===== src/ttfe_sqrt.sv =====
`timescale 1ns / 1ps
module ttfe_sqrt #(
  parameter int SW = 1
) (
  input  logic          clk,
  input  logic          rst_n,
  input  logic          en,
  input  logic          v_in,
  input  logic [63:0]   x_in,
  input  logic [SW-1:0] side_in,
  output logic          v_out,
  output logic [31:0]   root_out,
  output logic [SW-1:0] side_out
);
  localparam int STEPS = 32;

  logic [63:0]   x_r    [STEPS];
  logic [63:0]   r_r    [STEPS];
  logic [SW-1:0] side_r [STEPS];
  logic          v_r    [STEPS];

  for (genvar k = 0; k < STEPS; k++) begin : g_st
    localparam logic [63:0] BIT = 64'd1 << (62 - 2 * k);
    logic [63:0]   x_p, r_p, sum;
    logic [SW-1:0] side_p;
    logic          v_p, ge;
    if (k == 0) begin : g_first
      assign x_p = x_in;
      assign r_p = '0;
      assign side_p = side_in;
      assign v_p = v_in;
    end else begin : g_next
      assign x_p = x_r[k-1];
      assign r_p = r_r[k-1];
      assign side_p = side_r[k-1];
      assign v_p = v_r[k-1];
    end
    assign sum = r_p + BIT;
    assign ge = x_p >= sum;
    always_ff @(posedge clk) begin
      if (!rst_n) begin
        v_r[k] <= 1'b0;
      end else if (en) begin
        v_r[k] <= v_p;
      end
    end
    always_ff @(posedge clk) begin
      if (en) begin
        x_r[k] <= ge ? x_p - sum : x_p;
        r_r[k] <= ge ? (r_p >> 1) + BIT : r_p >> 1;
        side_r[k] <= side_p;
      end
    end
  end

  assign v_out = v_r[STEPS-1];
  assign root_out = r_r[STEPS-1][31:0];
  assign side_out = side_r[STEPS-1];
endmodule


===== config.mk =====
export PLATFORM = sky130hd
export DESIGN_NAME = ttfe_sqrt
export DESIGN_NICKNAME = d
export VERILOG_FILES = /design/src/ttfe_sqrt.sv
export SDC_FILE = /design/constraint.sdc
export NUM_CORES = 2
export LEC_CHECK = 0
export BUFFER_PORTS_ARGS = -buffer_cell sky130_fd_sc_hd__buf_2
export CELL_PAD_IN_SITES_DETAIL_PLACEMENT = 0
export CELL_PAD_IN_SITES_GLOBAL_PLACEMENT = 1
export CORE_AREA = 2 2 498 500
export CTS_CLUSTER_DIAMETER = 100
export DETAILED_ROUTE_END_ITERATION = 8
export DIE_AREA = 0 0 500 502
export HOLD_SLACK_MARGIN = 0.06
export PLACE_DENSITY = 0.82
export SKIP_CTS_REPAIR_TIMING = 1
export SLEW_MARGIN = 0
export SYNTH_ARGS = -nofsm -noshare
export SYNTH_HDL_FRONTEND = slang
export SYNTH_MEMORY_MAX_BITS = 65536
export SYNTH_SLANG_ARGS = --single-unit

===== constraint.sdc =====
create_clock -name clk -period 5.31 [get_ports clk]
set_input_delay 0.531 -clock clk [delete_from_list [all_inputs] [get_ports clk]]
set_output_delay 0.531 -clock clk [all_outputs]
set_load 0.1 [all_outputs]

Word level (Yosys, flattened, before mapping)
Memories as Yosys holds them, arrays and structs flattened.
Index checks and enable logic that the tools add are counted.

storage, ports and cells
  memories kept = 4
  input bits = 69
  RAM bits = 4160
  register bits = 0

memories
  memory  depth  bits a word  read ports  clocked after memory_dff  wr ports  line  text
  r_r     32     64           32          0                         32        18    logic [63:0] r_r [STEPS];
  x_r     32     64           31          0                         32        17    logic [63:0] x_r [STEPS];
  side_r  32     1            32          0                         32        19    logic [SW-1:0] side_r [STEPS];
  v_r     32     1            32          0                         32        20    logic v_r [STEPS];

operators by class
  bitwise logic cells = 32
  add/sub/neg operators = 94
  mux-type cells = 101
  magnitude comparators = 32

operators with widths
  cell                    count
  $mux 64                 63
  $ge 64x64->1            31
  $sub 64x64->64          31
  $add 63x1->64 const B   1
  $add 63x11->64 const B  1
  $add 63x13->64 const B  1
  $add 63x15->64 const B  1
  $add 63x17->64 const B  1
  $add 63x19->64 const B  1
  $add 63x21->64 const B  1
  $add 63x23->64 const B  1
  $add 63x25->64 const B  1
  $add 63x27->64 const B  1
  $add 63x29->64 const B  1
  $add 63x3->64 const B   1
  $add 63x31->64 const B  1
  $add 63x33->64 const B  1
  $add 63x35->64 const B  1
  $add 63x37->64 const B  1
  $add 63x39->64 const B  1
  $add 63x41->64 const B  1
  $add 63x43->64 const B  1
  $add 63x45->64 const B  1
  $add 63x47->64 const B  1
  other kinds (46)        113

Longest topological paths before layout
  depth in word-level cells = 4
  gate-level depth with buffers = 15

Worst setup path before layout
Ideal clock, no wire load.

  kind = reg2reg
  from = memory x_r[16][50], in the netlist x_r[1][50]
  to = memory x_r[17][42], in the netlist x_r[1][106], data pin
  setup slack = 1.565 ns
  period minus slack after synthesis = 3.745 ns
  stages on the path, launching flop included = 10
  required time = 5.050 ns
  buffers on the path = 1
  library setup time = 0.260 ns
  arrival = 3.485 ns
  cells stage by stage = edfxtp_1 > or4_4 > or3_4 > or4_4 > or3_1 > or3_1 > or3_4 > nand3b_4 > buf_6 > mux2_4

RTL lines
  what                line
  start: declaration  17

==> reports/qor.yml <==
num_rows: 182
drv_cap: 0
p_seq_frac: 0.473
period_minus_slack_ns: 4.332
fin_skew_ns: 0.09095
vdd_drop_max_v: 0.0003038
yosysWarnings: 0
start_util: 0.4980
fin_crit_sh: 0.8159
num_vias: 77570
sw_frac_of_total: 0.2908
r2r-end: "x_r[1][361]"
hold_path.class: "input pin to flop"
min_from: "rst_n"
clockRootBuffer: "clkbuf_16"
die_w_um: 500
setup_viol: 0
worst_r2r_path_depth: 10
hold_violations: 0
synth_area_um2: 122100
reg2reg_slack_ns: 0.98
port-buffer-count: 102
synth_seq_area_share: 0.6333
grt_pass1_wl_um: 447300
ctsLongestPathBuffers: 4
cp_max_fo: 32
slew_violations: 0
leakage_nw: 51.22
clock_power_share: 0.320
die_h_um: 502
firstDrtPassIters: 8
required_ns: 5.90
syn_to_final_growth_pct: 11.54
grt_max_degree: 198
end_kind: "flop"
crit_arrival_ns: 4.92
internal-power_mw: 41.93
pwr-share-comb: 0.207
layout-drive-gt1-share: 0.07210
antenna_found_initial: 12
coreArea_um2: 245300
clkSinkCount: 2576
powerDensity_nw_per_um2: 434.1
clkSlewWorstSetupHoldPaths_ns: 0.06
place_ws_ns: 1.017
r2r-start: "x_r[1][307]"
drt_iter0_drc: 7528
setup_tns_ns: 0
synth_edf_count: 2575
async_flop_share: 0
synth_top_area_share: 0.6331
hold-path-endpoint: "v_r[1][0]"
die_area_um2: 251000
whs_path_depth: 2
drc_errors: 0
grtUsageTotal: 0.2312
final_antenna_net_count: 0
slew_headroom: 0.1381
hpwl_um: 220000
max_freq_mhz: 230.8
numCtsBuffers: 289
synth_area_leaders: "edfxtp_1 (63%), ha_1 (5.7%), xnor2_1 (3.5%)"
gpl.final_weighted_congestion: 0.9344
syn_inst: 9580
p_total_mw: 59.13
synth_nets: 10210
worst_setup_path_start_kind: "flop"
syn_avg_cell_area_um2: 12.75
switching_power_mw: 17.20
ys_types: 94
wl_per_cell_um: 22.18
first_global_vias: 75600
viasPerCell: 5.818
wl_um: 295800
tightest_slew_ns: 1.293
cts_tree: "yes"
final_util: 0.5555
fin_ws_ns: 0.9776
cts-htree-levels: 5
status: "finished clean"
nNetsFinal: 10550
overflow: 0
io_pins: 103
clock_latency_ns: 0.93
timing_worst_setup_path_type: "flop to flop"
yosys.area.top_type: "edfxtp_1"
synth_ff_type: "edfxtp_1"
ys_ff_latch: 2576
rsz0062_at_grt: "no"
==> through the flow <==
stage	cell area [um^2]	hold WS, ns	cells
after floorplan	122100	0.4003	9580
after global placement	126700	0.4021	12780
after detailed placement	126800	0.4045	12790
after CTS	135600	-0.2958	13270
after global routing	136200	0.08465	13330
final	136200	0.08785	13330
==> cell usage after synthesis (16+ instances only) <==
master,count
edfxtp_1,2575
nor4_1,319
a211o_1,17
nand2b_1,119
nor3b_1,19
nand3b_1,46
a211oi_1,26
nor3_1,244
inv_1,676
xnor2_1,490
nand4_1,153
a31oi_1,48
and4_1,23
mux2_2,79
nand2_1,581
or3_1,86
o21ai_0,413
nor2b_1,86
o31ai_1,34
and2_1,25
o211ai_1,39
or2_2,23
a21o_1,230
nand4b_1,31
or4_1,64
and3_1,87
o21bai_1,45
nor2_1,616
a21oi_1,629
clkbuf_1,187
nor4b_1,51
a21boi_0,16
ha_1,558
xor2_1,409
o21a_1,96
nand3_1,180
==> cells by family (layout without fill, tap and decap cells) <==
family          after synthesis  after routing  share of synthesized area
fa+ha+maj                   558            558                    0.05717
other cells                   0              2                          0
flops                      2576           2576                     0.6333
xor+xnor                    899            899                    0.06447
compound gates             1760           1760                    0.08862
buf+inv                     881           1412                    0.02731
simple gates               2812           2812                     0.1205
mux                          94             94                   0.008647
==> power groups by stage <==
stage          sequential, mW  clock [mW]  combinational, mW
2_1_floorplan            27.3           0               8.88
3_3_place_gp             28.3           0               11.9
3_5_place_dp             28.3           0               12.1
4_1_cts                  27.9        19.3               12.2
5_1_grt                  28.2        20.0               13.6
6_report                 27.9        18.9               12.3
==> cells in the final DEF, fill, tap and decap left out, drive strengths merged, types with 17 or more instances in the layout <==
cell type,synthesis,final
and3,87,87
nor2b,86,86
a211o,17,17
or3,88,88
nor4b,51,51
nand4b,31,31
dlygate4sd3,0,66
or2,25,25
bufinv,0,21
mux2,83,83
nand3,181,181
or4,68,68
xnor2,490,490
o21bai,45,45
nor3b,19,19
xor2,409,409
buf,12,185
clkbuf,188,343
a31oi,48,48
a211oi,27,27
and2,27,27
o21a,96,96
nor3,244,244
nand2b,119,119
o21ai,414,414
ha,558,558
edfxtp,2575,2575
a21oi,629,629
inv,678,691
nand4,153,153
clkinv,3,94
o211ai,41,41
nand2,581,581
nor4,322,322
nor2,616,616
o31ai,34,34
nand3b,47,47
and4,23,23
a21o,230,230
==> metal layers <==
layer  GRT usage  routed length [um]  up-vias
met5           0                  27        -
li1            -                   -    36580
met1      0.2980              121100    37940
met3     0.03423               17170      561
met4     0.08485               11170        4
met2      0.3965              146300     2474
==> worst max path at each step <==
stage / start / to / slack (ns) / depth (start not counted)
after floorplan: x_r[1][50] / x_r[1][106] / 1.56 / 9
after global placement: x_r[1][50] / x_r[1][115] / 1.02 / 10
after detailed placement: x_r[0][992] / x_r[1][63] / 1.02 / 12
after CTS: x_r[0][992] / x_r[1][63] / 1.01 / 12
after global routing: x_r[1][307] / x_r[1][361] / 0.59 / 10
final: x_r[1][307] / x_r[1][361] / 0.98 / 10
==> registers in the layout (all words and copies together), names as in the netlist <==
signal	flops
r_r	528
side_r	32
v_r	32
x_r	1984
==> critical path, cell delays in order (launching register included) <==
cell	delay, ns
edfxtp_1	0.58
nor4_1	0.66
nand2_1	0.14
or4_1	0.50
or3_1	0.41
nor3_1	0.30
o211ai_1	0.45
buf_4	0.41
nand3b_1	0.13
mux2i_1	0.09
a211o_1	0.36
==> cell type report <==
cell class	instances	area (um^2)
multi-input combinational	6123	41500
timing repair buffer	251	1982
antenna	2	5.005
fill	19670	109000
clock buffer	343	7520
clock inverter	137	1289
sequential	2576	77340
inverter	681	2556
tap	3220	4029
No activity file was read; power rests on OpenSTA's default activity.
